==> src/rtl/ucwd_pkg.sv <==
package ucwd_pkg;

  localparam int MAX_WINDOW   = 16;
  localparam int GRID_COLUMNS = 1024;

  localparam int VAL_W     = 7;
  localparam int WIN_W     = 5;
  localparam int RUN_W     = $clog2(MAX_WINDOW + 1);
  localparam int COL_W     = $clog2(GRID_COLUMNS);
  localparam int CFG_IDX_W = 2;

  localparam int QUEUE_DEPTH = 2;
  localparam int QPTR_W      = $clog2(QUEUE_DEPTH);
  localparam int QCNT_W      = $clog2(QUEUE_DEPTH + 1);

  localparam logic [COL_W-1:0] LAST_COL = COL_W'(GRID_COLUMNS - 1);
  localparam logic [RUN_W-1:0] RUN_FULL = RUN_W'(MAX_WINDOW);
  // fill mark value meaning no column written yet this frame
  localparam logic [COL_W:0]   NONE_FILLED = (COL_W + 1)'(GRID_COLUMNS);

  typedef enum logic [CFG_IDX_W-1:0] {
    REG_FREE_MAX     = 2'd0,
    REG_OCCUPIED_MIN = 2'd1,
    REG_WINDOW_SIZE  = 2'd2
  } ucwd_reg_t;

  typedef struct packed {
    logic [COL_W-1:0] col;
    logic             unknown;
    logic             in_area;
    logic             row_start;
    logic             frame_start;
  } ucwd_item_t;

  function automatic logic [RUN_W-1:0] bump(input logic [RUN_W-1:0] run);
    return (run >= RUN_FULL) ? RUN_FULL : RUN_W'(run + 1'b1);
  endfunction

endpackage

==> src/rtl/ucwd_queue.sv <==
module ucwd_queue (
  input  logic                 clk,
  input  logic                 rst,
  input  logic                 push,
  input  ucwd_pkg::ucwd_item_t push_item,
  input  logic                 pop,
  output logic                 full,
  output logic                 head_valid,
  output ucwd_pkg::ucwd_item_t head
);

  ucwd_pkg::ucwd_item_t        entries [ucwd_pkg::QUEUE_DEPTH];
  logic [ucwd_pkg::QPTR_W-1:0] wr_ptr;
  logic [ucwd_pkg::QPTR_W-1:0] rd_ptr;
  logic [ucwd_pkg::QCNT_W-1:0] count;
  logic [ucwd_pkg::QCNT_W-1:0] count_next;

  assign full       = (count == ucwd_pkg::QCNT_W'(ucwd_pkg::QUEUE_DEPTH));
  assign head_valid = (count != '0);
  assign head       = entries[rd_ptr];

  always_comb begin
    count_next = count;
    if (push && !pop) begin
      count_next = count + 1'b1;
    end else if (pop && !push) begin
      count_next = count - 1'b1;
    end
  end

  always_ff @(posedge clk) begin
    if (rst) begin
      wr_ptr <= '0;
      rd_ptr <= '0;
      count  <= '0;
    end else begin
      if (push) begin
        wr_ptr <= wr_ptr + 1'b1;
      end
      if (pop) begin
        rd_ptr <= rd_ptr + 1'b1;
      end
      count <= count_next;
    end
  end

  always_ff @(posedge clk) begin
    if (push) begin
      entries[wr_ptr] <= push_item;
    end
  end

endmodule

==> config.mk <==
export PLATFORM = sky130hd
export DESIGN_NAME = ucwd_queue
export DESIGN_NICKNAME = d
export VERILOG_FILES = /design/src/rtl/ucwd_pkg.sv /design/src/rtl/ucwd_queue.sv
export SDC_FILE = /design/constraint.sdc
export NUM_CORES = 1
export LEC_CHECK = 0
export BUFFER_PORTS_ARGS = -buffer_cell sky130_fd_sc_hd__buf_4
export CAP_MARGIN = 40
export CELL_PAD_IN_SITES_DETAIL_PLACEMENT = 1
export CELL_PAD_IN_SITES_GLOBAL_PLACEMENT = 2
export CORE_ASPECT_RATIO = 0.75
export CORE_UTILIZATION = 38
export CTS_CLUSTER_SIZE = 30
export DETAILED_ROUTE_END_ITERATION = 16
export GPL_TIMING_DRIVEN = 0
export HOLD_SLACK_MARGIN = 0.05
export PLACE_DENSITY_LB_ADDON = 0.1
export RECOVER_POWER = 100
export SLEW_MARGIN = 20
export SYNTH_ARGS = -nofsm -noshare
export SYNTH_HDL_FRONTEND = slang
export SYNTH_SLANG_ARGS = --single-unit
==> constraint.sdc <==
create_clock -name clk -period 2.1 [get_ports clk]
set_input_delay 0.42 -clock clk [delete_from_list [all_inputs] [get_ports clk]]
set_output_delay 0.42 -clock clk [all_outputs]
set_load 0.005 [all_outputs]
==> impl_metrics.yaml <==
status:
  status: "completed"
global_routing:
  grt_use_total: 0.142
  grt_pass1_vias: 684
  grt_pass1_wl_um: 3200
  gr-total-overflow: 0
  grt_max_degree: 15
  antenna_found_initial: 0
finish:
  drive_gt1_frac: 0.486
  layoutNonFillerInstCount: 143
  fin_area_sq_um: 1570
  syn_to_final_growth_pct: 29.3
  final_nets: 124
  antennaDiodeCount: 0
hold_path:
  whs_path_depth: 2
  holdCritStartpoint: "rst"
  hp-class: "input pin to flip-flop"
  holdPathEnd: "count[1]"
logic_synthesis:
  async_flop_share: 0
  synth_cell_type_count: 16
  ys_seq_area_frac: 0.774
  synthAdderAreaFrac: 0.0103
  synth_area_leaders: "edfxtp_1, mux2_2, dfxtp_1"
  synth_top_area_cell: "edfxtp_1"
  ys_seq_elements: 33
  synth.avg_cell_area_sq_um: 18.7
  netlist_instances: 65
  synth_ff_type: "edfxtp_1"
  synthSimpleGateAreaFrac: 0.0401
  synth.top_cell.area_share: 0.691
  synth_top_family_by_area: "multiplexers"
  syn_nets: 84
  synth_compound_area_frac: 0.00823
  synth_xor_area_frac: 0.0288
  synth.most_common_cell: "edfxtp_1"
  synth_area_sq_um: 1220
  yosys_warnings: 0
  muxShareOfSynthArea: 0.130
  synth_common_cells: "edfxtp_1, mux2_2, dfxtp_1"
  synth_edf_count: 28
sta:
  hold_viol_final: 0
  min_period_ps: 1870
  post-route-period-util: 0.890
  rsz0062_at_grt: "no"
  slew_headroom: 0.141
  final.setup.tns_ps: 0
  report.final.slew_viol_count: 0
  fin_worst_skew_ps: 3.52
  setup_slack_ps: 231
  setup_viol: 0
  fmax_mhz: 535
  tightest_slew_ps: 1290
cts:
  cts-root-buf: "clkbuf_8"
  clkTransAtPathRegs_ps: 60
  numCtsBuffers: 5
  cts.path.max_buffers: 2
  cts_hold_buf: 0
  htreeDepth: 2
  cts_tree: "yes"
  cts_sinks: 33
  post_cts_buffers: 0
  post_cts_resized: 0
  clk-insertion-delay-late_ps: 280
floorplanning:
  core-area_sq_um: 3000
  floorplan.rows: 17
  initial_core_util: 0.406
  die_h_um: 51.0
  dieArea_sq_um: 3430
  die_x_um: 67.3
  io_pins: 34
worst_setup_path:
  cp-end-kind: "output pin"
  critPathArrivalTime_ps: 1450
  start_kind: "flip-flop"
  path_max_fanout: 10
  crit_required_ps: 1680
  path_class: "flip-flop to output pin"
  slowest_stage: "dfxtp_1"
  regToRegSetupSlack_ps: 410
  rr_endpoint: "entries[0][6]"
  reg2reg_depth: 1
  crit_chain: "buf_4 > mux2_2 > clkbuf_4"
  r2r-start: "wr_ptr"
  max_stage_delay_ps: 430
power:
  leakage_nw: 0.594
  power_mw: 1.38
  power_density_nw_per_um2: 879
  ir_drop_mv: 0.442
route:
  vias_per_cell: 4.67
  routed_wl_um: 2020
  drc: 0
  first_iter_violations: 26
  vias: 668
  first_pass_iters: 2
  post_drt_wl_per_cell_um: 14.1
  detail-route-antenna-nets: 0
place:
  hpwl_um: 1400
  dpl.cell_count: 136
  port_buffers: 33
  dp_slack_ps: 510
  dpl_cell_area_sq_um: 1510
  gp_congestion: 0.681
job:
  maxCapViolations: 0
[per-layer routing]
layer / part of all wire / vias to the layer above / GRT usage
li1: - / 322 / -
met1: 0.44 / 318 / 0.153
met2: 0.48 / 21 / 0.227
met4: 0.019 / 0 / 0.0745
met3: 0.058 / 7 / 0.0737
met5: 0 / - / 0
[worst max-delay path, delay by kind of cell, from the launching register on]
| kind | cells | cell delay [ps] |
|---|---|---|
| buffers and inverters | 2 | 380 |
| DFF | 1 | 430 |
| muxes | 1 | 360 |
[worst max-delay path by stage]
stage | startpoint | to | slack (ps) | cells past startpoint
floorplan | push | entries[0][0] | 620 | 1
global placement | push | entries[0][11] | 140 | 2
detailed placement | flip-flop | head[6] | 510 | 3
CTS | flip-flop | head[6] | 200 | 3
global route | flip-flop | head[6] | 150 | 3
finish | flip-flop | head[6] | 230 | 3
[report_power, final]
part	internal [mW]	total (mW)	switching, mW	leakage (nW)
registers	0.761	0.779	0.0178	0.304
logic	0.104	0.177	0.0722	0.251
clock network	0.223	0.426	0.203	0.0387
total	1.09	1.38	0.294	0.594
[state kept, by name, summed over array words and instances (netlist names), named ones only]
register  flops
entries      28
wr_ptr        1
count         2
rd_ptr        1
[layout by cell type, fill, tap and decap left out]
cell / Yosys / layout
ha_1: 1 / 1
edfxtp_1: 28 / 28
dfxtp_1: 5 / 5
and2b_2: 1 / 1
mux2_2: 14 / 14
xnor2_1: 2 / 2
nor2_1: 4 / 4
clkbuf_1: 0 / 5
a21oi_1: 1 / 1
xor2_1: 2 / 2
buf_4: 1 / 4
o21ai_0: 1 / 1
clkbuf_4: 0 / 26
inv_1: 1 / 1
clkbuf_8: 0 / 5
and2_0: 0 / 1
or3_1: 1 / 1
or2_2: 1 / 1
nor2b_1: 1 / 1
clkinv_1: 0 / 1
[cell families (layout without fill, tap and decap cells)]
kind of cell,count (synthesis),after routing
XOR/XNOR,4,4
buffers and inverters,2,42
multiplexers,14,14
AO/OA/AOI/OAI,2,2
AND/OR/NAND/NOR,9,9
adder cells (fa/ha/maj),1,1
flip-flops,33,33
[metrics by stage]
step	util	hold slack (ps)
after floorplan	-	456
after global placement	0.504	475
after detailed placement	0.505	493
after CTS	0.530	315
after global routing	0.524	332
final	0.524	339
[area by class of cell]
class	count	area, sq um
Fill cell	293	1430
Sequential cell	33	941
Multi-Input combinational cell	30	264
Timing Repair Buffer	33	233
Clock buffer	6	72.6
Tap cell	38	47.5
Buffer	1	7.51
Clock inverter	1	3.75
Inverter	1	3.75
(Power assumes the default switching activity.)
