===== src/rtl/ucwd_pkg.sv =====
package ucwd_pkg;

  localparam int MAX_WINDOW   = 16;
  localparam int GRID_COLUMNS = 1024;

  localparam int VAL_W     = 7;
  localparam int WIN_W     = 5;
  localparam int RUN_W     = $clog2(MAX_WINDOW + 1);
  localparam int COL_W     = $clog2(GRID_COLUMNS);
  localparam int CFG_IDX_W = 2;

  localparam int QUEUE_DEPTH = 2;
  localparam int QPTR_W      = $clog2(QUEUE_DEPTH);
  localparam int QCNT_W      = $clog2(QUEUE_DEPTH + 1);

  localparam logic [COL_W-1:0] LAST_COL = COL_W'(GRID_COLUMNS - 1);
  localparam logic [RUN_W-1:0] RUN_FULL = RUN_W'(MAX_WINDOW);
  // fill mark value meaning no column written yet this frame
  localparam logic [COL_W:0]   NONE_FILLED = (COL_W + 1)'(GRID_COLUMNS);

  typedef enum logic [CFG_IDX_W-1:0] {
    REG_FREE_MAX     = 2'd0,
    REG_OCCUPIED_MIN = 2'd1,
    REG_WINDOW_SIZE  = 2'd2
  } ucwd_reg_t;

  typedef struct packed {
    logic [COL_W-1:0] col;
    logic             unknown;
    logic             in_area;
    logic             row_start;
    logic             frame_start;
  } ucwd_item_t;

  function automatic logic [RUN_W-1:0] bump(input logic [RUN_W-1:0] run);
    return (run >= RUN_FULL) ? RUN_FULL : RUN_W'(run + 1'b1);
  endfunction

endpackage


===== src/rtl/ucwd_front.sv =====
module ucwd_front (
  input  logic                           clk,
  input  logic                           rst,
  input  logic                           in_valid,
  output logic                           in_stall,
  input  logic [ucwd_pkg::VAL_W-1:0]     occupancy,
  input  logic                           in_area,
  input  logic                           row_start,
  input  logic                           frame_start,
  input  logic [ucwd_pkg::VAL_W-1:0]     free_max,
  input  logic [ucwd_pkg::VAL_W-1:0]     occupied_min,
  input  logic                           q_full,
  output logic                           push,
  output ucwd_pkg::ucwd_item_t           item
);

  logic [ucwd_pkg::COL_W-1:0] next_col;
  logic [ucwd_pkg::COL_W-1:0] next_col_next;
  logic [ucwd_pkg::COL_W-1:0] col;

  assign in_stall = q_full;
  assign push     = in_valid && !q_full;

  always_comb begin
    col = (row_start || frame_start) ? ucwd_pkg::LAST_COL : next_col;
    next_col_next = (col == '0) ? ucwd_pkg::LAST_COL : col - 1'b1;
    item.col         = col;
    item.unknown     = (occupancy >= free_max) && (occupancy <= occupied_min);
    item.in_area     = in_area;
    item.row_start   = row_start || frame_start;
    item.frame_start = frame_start;
  end

  always_ff @(posedge clk) begin
    if (rst) begin
      next_col <= ucwd_pkg::LAST_COL;
    end else if (push) begin
      next_col <= next_col_next;
    end
  end

endmodule


===== config.mk =====
export PLATFORM = sky130hd
export DESIGN_NAME = ucwd_front
export DESIGN_NICKNAME = d
export VERILOG_FILES = /design/src/rtl/ucwd_pkg.sv /design/src/rtl/ucwd_front.sv
export SDC_FILE = /design/constraint.sdc
export NUM_CORES = 1
export LEC_CHECK = 0
export ABC_AREA = 1
export BUFFER_PORTS_ARGS = -buffer_cell sky130_fd_sc_hd__buf_2
export CORE_UTILIZATION = 48
export DETAILED_ROUTE_END_ITERATION = 10
export PLACE_DENSITY = 0.86
export SYNTH_ARGS = -nofsm -noshare
export SYNTH_HDL_FRONTEND = slang
export SYNTH_SLANG_ARGS = --single-unit
export TNS_END_PERCENT = 30

===== constraint.sdc =====
create_clock -name clk -period 1.8 [get_ports clk]
set_input_delay 0.27 -clock clk [delete_from_list [all_inputs] [get_ports clk]]
set_output_delay 0.27 -clock clk [all_outputs]
set_load 0.05 [all_outputs]

==> results of run 1 <==
## cells in the final DEF, fill, tap and decap left out, types with 2 or more instances in the layout
cell      count
inv_1        41
clkbuf_4      3
nor2_2        5
nand4_1       3
o211ai_1      5
nand2_1      37
buf_4         3
o21ai_0       8
dfxtp_1      10
nand3_2       2
buf_2        40
nand3_1      15
nor2_1       13
ha_1         14
a21oi_1      10
## worst max-delay path by stage
stage / end / from / slack, ns / depth (start not counted)
detailed placement: item[3] / occupancy[2] / 0.02 / 10
CTS: item[3] / occupancy[2] / 0.02 / 10
floorplan: next_col[6]$_SDFFE_PP1P_ / frame_start / 0.04 / 11
finish: item[3] / occupancy[0] / 0.12 / 10
global route: item[3] / occupancy[6] / -0.004 / 10
global placement: item[3] / occupancy[0] / 0.07 / 10
## worst reg2reg max path, delay by kind of cell, from the launching register on
family        cells  cell delay [ns]
buf+inv           1             0.08
fa+ha+maj         1             0.22
flops             1             0.32
simple gates      7             0.74
## where the power goes
group | internal (W) | switching [W] | total, W
logic | 0.0000830 | 0.000137 | 0.000220
clock network | 0.000123 | 0.0000982 | 0.000221
registers | 0.000233 | 0.00000909 | 0.000242
## through the flow
stage / utilization / worst slack (ns)
3_5_place_dp: 0.636 / 0.0241
5_1_grt: 0.665 / -0.00381
3_3_place_gp: 0.636 / 0.0720
4_1_cts: 0.654 / 0.0218
2_1_floorplan: - / 0.0389
6_report: 0.665 / 0.122
## layout make-up
| class | count | area [sq um] |
|---|---|---|
| multi-input cells | 116 | 686 |
| fillers | 195 | 678 |
| repair buffers | 44 | 234 |
| flip-flops and latches | 10 | 200 |
| inverters | 41 | 154 |
| clock buffers | 4 | 36.3 |
| well taps | 27 | 33.8 |
## per-layer routing
layer / wire, um / part of all wire / global-route usage
met4: 45 / 0.017 / 0.0735
met1: 1190 / 0.46 / 0.275
met2: 1190 / 0.46 / 0.381
met3: 187 / 0.071 / 0.0498
met5: 0 / 0 / 0
## logic make-up (layout without fill, tap and decap cells)
family                     count (synthesis)  count (layout)
DFF                                       10              10
adders and majority gates                 15              15
AOI/OAI and AO/OA                         23              23
buffers and inverters                     46              89
and+or+nand+nor                           77              77
xor gates and xnor gates                   1               1
==> metrics.txt, run 1 <==
status=completed; Worst Tran Pin Value=0.308 ns; Yosys reg bits=10; Adder-Cell Fraction of Synth Area=0.176; end of the worst register-to-register path=next_col[6]$_SDFFE_PP1P_; fin crit period=1.68 ns; Crit path required time=1.53 ns; worst path cell trace=buf_2 -> inv_1 -> ha_1 -> o21ai_0 -> nand2_1 -> a21oi_1 -> nor2_1 -> o21ai_0 -> inv_1 -> buf_6; CP Max Fanout=2; Hold Path Cell Cnt=3; post-synthesis mux area share=0; post-CTS setup buffer count=0; FF-to-FF setup slack=0.31 ns; count leader, synth=inv_1; total number of vias=1,185; pwr/cell area=509 mW/mm^2; xor/xnor share of the synthesized area=0.00822; Final Hold Vio Count=0; final setup fails=0; Worst-path clk slew=0.08 ns; drt first pass iters=4; Synth area leader=dfxtp_1; Final Power=0.000684 W; Hold WC Path Type=in -> reg; gp weighted congestion=0.892; largest net degree at the start of global routing=16; clk sinks=10; total grt overflow=0; port buffer count=41; post-synthesis compound-gate area fraction=0.120; fraction of layout cells with a size suffix above 1=0.265; root buffer cell=clkbuf_4; r2r worst-path depth=9; Reg with most FFs=next_col; Routed wire per std cell=10.8 um; Synth Area in Simple Gates=0.325; mapped cell area=0.00107 sq mm; Initial Util=0.527; Layout Cells excl Fill=242; Startpoint Class=input port; dominant combinational cell family by area after synthesis=simple AND/OR/NAND/NOR gates; Critical-path top delay cell=ha_1; Ports=44; drt drc=0; post-synthesis async set-or-reset flop share=0; Placed Cells=238; top_reg_cell synth=dfxtp_1; CTS tree=yes; sum of negative setup slack=0 ns; Tcrit/Tclk final=0.932; die height=49.1 um; Area contributors post-synth=dfxtp_1 (19%), ha_1 (18%), inv_1 (14%); MaxCap Viol Count=0; synth unique cells=17; first-pass GRT wire length=4.31 mm; number of flops mapped to enable cells by yosys=0; biggest regs=next_col: 10 flops; initial antenna violation count=0; Leakage Power=0.774 nW; Final Cell Area=0.00134 sq mm; Yosys warnings=0; Clock Latency Late Sink=0.28 ns; site row count=16; hold_sp=rst; Placed Area=0.00129 sq mm; WHS Endpoint=next_col[7]$_SDFFE_PP1P_; die width=49.1 um; Resize count post-CTS=0; Synth Instances=172; CTS Hold Buffers Added=0; vias in the first global route=1,057; Peak Freq=596 MHz; max-slew violations=0; Iteration-0 DRC Markers=49; Post-Syn Nets=215; dpl hpwl=1.94 mm; Critical Path AT=1.41 ns; Largest register FFs=10; Top Family by Delay on Critical Path=compound AO/OA/AOI/OAI gates; GRT Util Overall=0.224; TritonCTS Buffers=3; synth-to-layout area growth=26.1%; H-tree depth=1; core area=0.00202 sq mm; Crit Path Class=in -> out; Hold WS=0.230 ns; Slowest Stage Delay on Critical Path=0.27 ns; Rel. slew slack=0.793; Final ANT Viol Nets=0; ant diodes=0; maximum buffer depth of the clock tree=2; final wirelength=2.62 mm; via-per-instance ratio=4.90; Peak VDD IR=0.000431 V; die area=0.00241 sq mm; Seq/Total Area, Yosys=0.188; post-layout net count=259; Post-Syn Area per Cell=6.20 sq um; most frequent cells after synthesis=inv_1 (41), nand2_1 (37), ha_1 (15), nand3_1 (15), nor2_1 (14); Yosys top cell area share=0.188; number of buffers and inverters on the critical path=4; Clock Skew=0.00631 ns; Crit. End Element=primary output; Critical R2R Launch=next_col[0]$_SDFFE_PP1P_
Note: power is estimated with default switching activity, not from simulation.
==> inputs of run 2 (changes only) <==
--- a/config.mk
+++ b/config.mk
@@ -7,9 +7,10 @@
 export LEC_CHECK = 0
 export ABC_AREA = 1
 export BUFFER_PORTS_ARGS = -buffer_cell sky130_fd_sc_hd__buf_2
-export CORE_UTILIZATION = 48
+export CORE_UTILIZATION = 40
+export CTS_BUF_LIST = sky130_fd_sc_hd__clkbuf_4 sky130_fd_sc_hd__clkbuf_8 sky130_fd_sc_hd__clkbuf_16
 export DETAILED_ROUTE_END_ITERATION = 10
-export PLACE_DENSITY = 0.86
+export PLACE_DENSITY = 0.74
 export SYNTH_ARGS = -nofsm -noshare
 export SYNTH_HDL_FRONTEND = slang
 export SYNTH_SLANG_ARGS = --single-unit
==> metrics.txt, run 2 (synthesis results as in run 1) <==
clk sinks=10 (unchanged); max-slew violations=0 (unchanged); Final Hold Vio Count=0 (unchanged); vias in the first global route=974 (was 1,057); H-tree depth=1 (unchanged); Slowest Stage Delay on Critical Path=0.27 ns (about the same); Tcrit/Tclk final=0.929 (was 0.932); Crit. End Element=primary output (unchanged); Peak Freq=598 MHz (was 596 MHz); drt first pass iters=4 (unchanged); post-layout net count=259 (unchanged); initial antenna violation count=0 (unchanged); most common cell after layout, fill and taps aside=inv_1 (unchanged); pwr/cell area=502 mW/mm^2 (was 509 mW/mm^2); Worst Tran Pin Value=0.380 ns (was 0.308 ns); post-CTS setup buffer count=0 (unchanged); CTS tree=yes (unchanged); Initial Util=0.426 (was 0.527); root buffer cell=clkbuf_4 (unchanged); site row count=18 (was 16); Rel. slew slack=0.746 (was 0.793); Largest register FFs=10 (unchanged); Final Power=0.000666 W (was 0.000684 W); synth-to-layout area growth=24.6% (was 26.1%); die height=53.6 um (was 49.1 um); Startpoint Class=input port (unchanged); Clock Latency Late Sink=0.28 ns (about the same); FF-to-FF setup slack=0.34 ns (was 0.31 ns); CTS Hold Buffers Added=0 (unchanged); TritonCTS Buffers=3 (unchanged); number of fill cells=270 (was 195); MaxCap Viol Count=0 (unchanged); via-per-instance ratio=4.87 (was 4.90); core area=0.00250 sq mm (was 0.00202 sq mm); Finished Core Util=0.532 (was 0.665); CP Max Fanout=2 (unchanged); Clock Skew=0.00115 ns (was 0.00631 ns); Ports=44 (unchanged); port buffer count=41 (unchanged); first-pass GRT wire length=3.86 mm (was 4.31 mm); Final ANT Viol Nets=0 (unchanged); fin crit period=1.67 ns (was 1.68 ns); total number of vias=1,194 (was 1,185); Reg with most FFs=next_col (unchanged); GRT Util Overall=0.184 (was 0.224); Critical-path top delay cell=ha_1 (unchanged); Resize count post-CTS=0 (unchanged); Worst-path clk slew=0.07 ns (was 0.08 ns); Iteration-0 DRC Markers=28 (was 49); setup ws final=0.128 ns (was 0.122 ns); minimum setup slack after placement=0.0592 ns (was 0.0241 ns); most frequent cells in the layout=inv_1 (41), buf_2 (40), nand2_1 (37) (unchanged); drt drc=0 (unchanged); Peak VDD IR=0.000428 V (was 0.000431 V); fraction of layout cells with a size suffix above 1=0.256 (was 0.265); Leakage Power=0.773 nW (was 0.774 nW); status=completed (unchanged); ant diodes=0 (unchanged); RSZ-0062 raised after global routing=false; gp weighted congestion=0.855 (was 0.892); final setup fails=0 (unchanged); Hold WC Path Type=in -> reg (unchanged); Critical Path AT=1.40 ns (was 1.41 ns); largest net degree at the start of global routing=13 (was 16); Hold WS=0.223 ns (was 0.230 ns); total grt overflow=0 (unchanged); die width=53.6 um (was 49.1 um); biggest regs=next_col: 10 flops (unchanged); Crit path required time=1.53 ns (about the same); maximum buffer depth of the clock tree=2 (unchanged); worst path cell trace=buf_2 -> inv_1 -> ha_1 -> o21ai_0 -> nand2_1 -> a21oi_1 -> nor2_1 -> o21ai_1 -> inv_1 -> buf_4 (was buf_2 -> inv_1 -> ha_1 -> o21ai_0 -> nand2_1 -> a21oi_1 -> nor2_1 -> o21ai_0 -> inv_1 -> buf_6); die area=0.00288 sq mm (was 0.00241 sq mm); final wirelength=2.37 mm (was 2.62 mm); sum of negative setup slack=0 ns (unchanged); Crit Path Class=in -> out (unchanged); most used cell, CP=inv_1; Routed wire per std cell=9.68 um (was 10.8 um); dpl hpwl=1.95 mm (was 1.94 mm)
[run 2: per-stage QoR]
step                      std cells  instance area (sq um)
after floorplan                 172                   1070
final                           245                   1330
after global placement          241                   1290
after global routing            245                   1330
after CTS                       245                   1330
after detailed placement        241                   1290
[run 2: final timing paths]
kind	cells after the start	end	startpoint
setup reg to reg	9	next_col[6]$_SDFFE_PP1P_	next_col[1]$_SDFFE_PP1P_
setup / recovery	10	item[3]	occupancy[0]
hold / removal	3	next_col[8]$_SDFFE_PP1P_	rst
hold reg to reg	2	next_col[9]$_SDFFE_PP1P_	next_col[9]$_SDFFE_PP1P_
[run 2: final cells by class]
type	count	area [sq um]	share of cell area
sequential	10	200	0.151
multi-input combinational	116	671	0.505
inverter	41	154	0.116
clock buffer	4	36.3	0.0273
tap	30	37.5	0.0282
timing repair buffer	44	230	0.173
[run 2: layer usage]
| metal | GRT usage | routed length [um] |
|---|---|---|
| met1 | 0.217 | 1050 |
| met2 | 0.317 | 1090 |
| met3 | 0.0169 | 154 |
| met4 | 0.118 | 73 |
| met5 | 0 | 0 |
[run 2: critical path: cells and delay by family]
kind / cells / cell delay, ns
buffers and inverters: 4 / 0.36
AND/OR/NAND/NOR: 2 / 0.11
adder cells (fa/ha/maj): 1 / 0.27
AO/OA/AOI/OAI: 3 / 0.40
[run 2: power by group]
part | internal [W] | switching, W | total [W]
registers | 0.000233 | 0.00000860 | 0.000242
logic | 0.0000796 | 0.000134 | 0.000214
clock network | 0.000123 | 0.0000875 | 0.000211
total | 0.000436 | 0.000230 | 0.000666
==> inputs of run 3 (changes only) <==
--- a/config.mk
+++ b/config.mk
@@ -11,6 +11,7 @@
 export CTS_BUF_LIST = sky130_fd_sc_hd__clkbuf_4 sky130_fd_sc_hd__clkbuf_8 sky130_fd_sc_hd__clkbuf_16
 export DETAILED_ROUTE_END_ITERATION = 10
 export PLACE_DENSITY = 0.74
+export REMOVE_ABC_BUFFERS = 1
 export SYNTH_ARGS = -nofsm -noshare
 export SYNTH_HDL_FRONTEND = slang
 export SYNTH_SLANG_ARGS = --single-unit
==> metrics.txt, run 3 (synthesis results as in run 1) <==
status=completed (unchanged); core area=0.00250 sq mm (unchanged); Routed wire per std cell=9.99 um (was 9.68 um); Reg with most FFs=next_col (unchanged); MaxCap Viol Count=0 (unchanged); Worst-path clk slew=0.07 ns (about the same); Largest register FFs=10 (unchanged); port buffer count=41 (unchanged); biggest regs=next_col: 10 flops (unchanged); CP Max Fanout=3 (was 2); max-slew violations=0 (unchanged); RSZ-0062 raised after global routing=false (unchanged); Clock Latency Late Sink=0.27 ns (was 0.28 ns); total number of vias=1,174 (was 1,194); CTS tree=yes (unchanged); Crit. End Element=primary output (unchanged); total grt overflow=0 (unchanged); fraction of layout cells with a size suffix above 1=0.263 (was 0.256); number of fill cells=294 (was 270); crit path from=occupancy[2] (was occupancy[0]); Final ANT Viol Nets=0 (unchanged); Crit path required time=1.53 ns (about the same); CTS Hold Buffers Added=0 (unchanged); pwr/cell area=459 mW/mm^2 (was 502 mW/mm^2); post-layout net count=262 (was 259); Clock Skew=0.000796 ns (was 0.00115 ns); maximum buffer depth of the clock tree=2 (unchanged); Startpoint Class=input port (unchanged); die height=53.6 um (unchanged); fin crit period=1.70 ns (was 1.67 ns); Peak Freq=587 MHz (was 598 MHz); ant diodes=0 (unchanged); die width=53.6 um (unchanged); drt first pass iters=4 (unchanged); Final Cell Area=0.00134 sq mm (was 0.00133 sq mm); final wirelength=2.47 mm (was 2.37 mm); minimum setup slack after placement=0.0216 ns (was 0.0592 ns); via-per-instance ratio=4.75 (was 4.87); Crit Path Class=in -> out (unchanged); Critical R2R Launch=next_col[1]$_SDFFE_PP1P_ (unchanged); area of the multi-input gates=671 sq um (unchanged); GRT Util Overall=0.191 (was 0.184); first-pass GRT wire length=4.02 mm (was 3.86 mm); most frequent cells in the layout=inv_1 (41), buf_2 (40), nand2_1 (37) (unchanged); most common cell after layout, fill and taps aside=inv_1 (unchanged); FF-to-FF setup slack=0.37 ns (was 0.34 ns); initial antenna violation count=0 (unchanged); r2r worst-path depth=10 (was 9); end of the worst register-to-register path=next_col[6]$_SDFFE_PP1P_ (unchanged); Placed Area=0.00131 sq mm (was 0.00129 sq mm); TritonCTS Buffers=3 (unchanged); post-CTS setup buffer count=0 (unchanged); Critical Path AT=1.43 ns (was 1.40 ns); root buffer cell=clkbuf_4 (unchanged); Placed Cells=244 (was 241); die area=0.00288 sq mm (unchanged); H-tree depth=1 (unchanged); crit path capture=item[3] (unchanged); clk sinks=10 (unchanged); final setup fails=0 (unchanged); setup ws final=0.0966 ns (was 0.128 ns); sum of negative setup slack=0 ns (unchanged); Initial Util=0.426 (unchanged); Peak VDD IR=0.000399 V (was 0.000428 V); drt drc=0 (unchanged); Rel. slew slack=0.787 (was 0.746); Layout Cells excl Fill=247 (was 245); Resize count post-CTS=0 (unchanged); Iteration-0 DRC Markers=14 (was 28); synth-to-layout area growth=25.5% (was 24.6%); Tcrit/Tclk final=0.946 (was 0.929); Ports=44 (unchanged); Register Area=200 sq um (unchanged); Final Hold Vio Count=0 (unchanged); dpl hpwl=2.05 mm (was 1.95 mm); vias in the first global route=1,002 (was 974); Worst Tran Pin Value=0.318 ns (was 0.380 ns); largest net degree at the start of global routing=13 (unchanged); gp weighted congestion=0.864 (was 0.855); Hold WC Path Type=in -> reg (unchanged); hold_sp=rst (unchanged); site row count=18 (unchanged); Leakage Power=0.782 nW (was 0.773 nW)
## run 3: worst min path at each step
| stage | endpoint | slack [ns] | depth (start not counted) |
|---|---|---|---|
| 6_report | next_col[7]$_SDFFE_PP1P_ | 0.24 | 3 |
| 5_1_grt | next_col[7]$_SDFFE_PP1P_ | 0.25 | 3 |
| 4_1_cts | next_col[8]$_SDFFE_PP1P_ | 0.23 | 3 |
| 3_5_place_dp | next_col[9]$_SDFFE_PP1P_ | 0.47 | 2 |
| 3_3_place_gp | next_col[9]$_SDFFE_PP1P_ | 0.46 | 2 |
| 2_1_floorplan | next_col[7]$_SDFFE_PP1P_ | 0.37 | 2 |
## run 3: per-layer routing
metal  GRT usage  part of all wire  vias to the layer above
met1       0.225              0.46                      498
met3      0.0339             0.064                        5
met5           0                 0                        -
met2       0.338              0.46                       38
li1            -                 -                      633
met4      0.0746             0.014                        0
## run 3: worst max-delay path, stage by stage
cell,delay [ns]
buf_2,0.11
ha_1,0.32
a21oi_1,0.12
o21ai_0,0.09
nand2_1,0.06
o211ai_1,0.08
nand2_1,0.07
o21ai_1,0.06
inv_1,0.06
buf_4,0.19
## run 3: final cells by class
type	instances	area share
multi-input combinational	116	0.501
timing repair buffer	47	0.189
sequential	10	0.150
inverter	41	0.115
tap	30	0.0281
clock buffer	3	0.0168
## run 3: metrics by stage
step	hold slack (ns)	total power [W]	util
5_1_grt	0.251	0.000655	0.535
2_1_floorplan	0.366	0.000377	-
3_5_place_dp	0.474	0.000460	0.525
4_1_cts	0.235	0.000615	0.534
6_report	0.240	0.000614	0.535
3_3_place_gp	0.457	0.000457	0.525
## run 3: report_power, final
group	total [W]	internal, W	switching (W)
Sequential	0.000242	0.000234	0.00000888
Clock	0.000157	0.0000774	0.0000795
Combinational	0.000214	0.0000797	0.000135
Total	0.000614	0.000391	0.000223
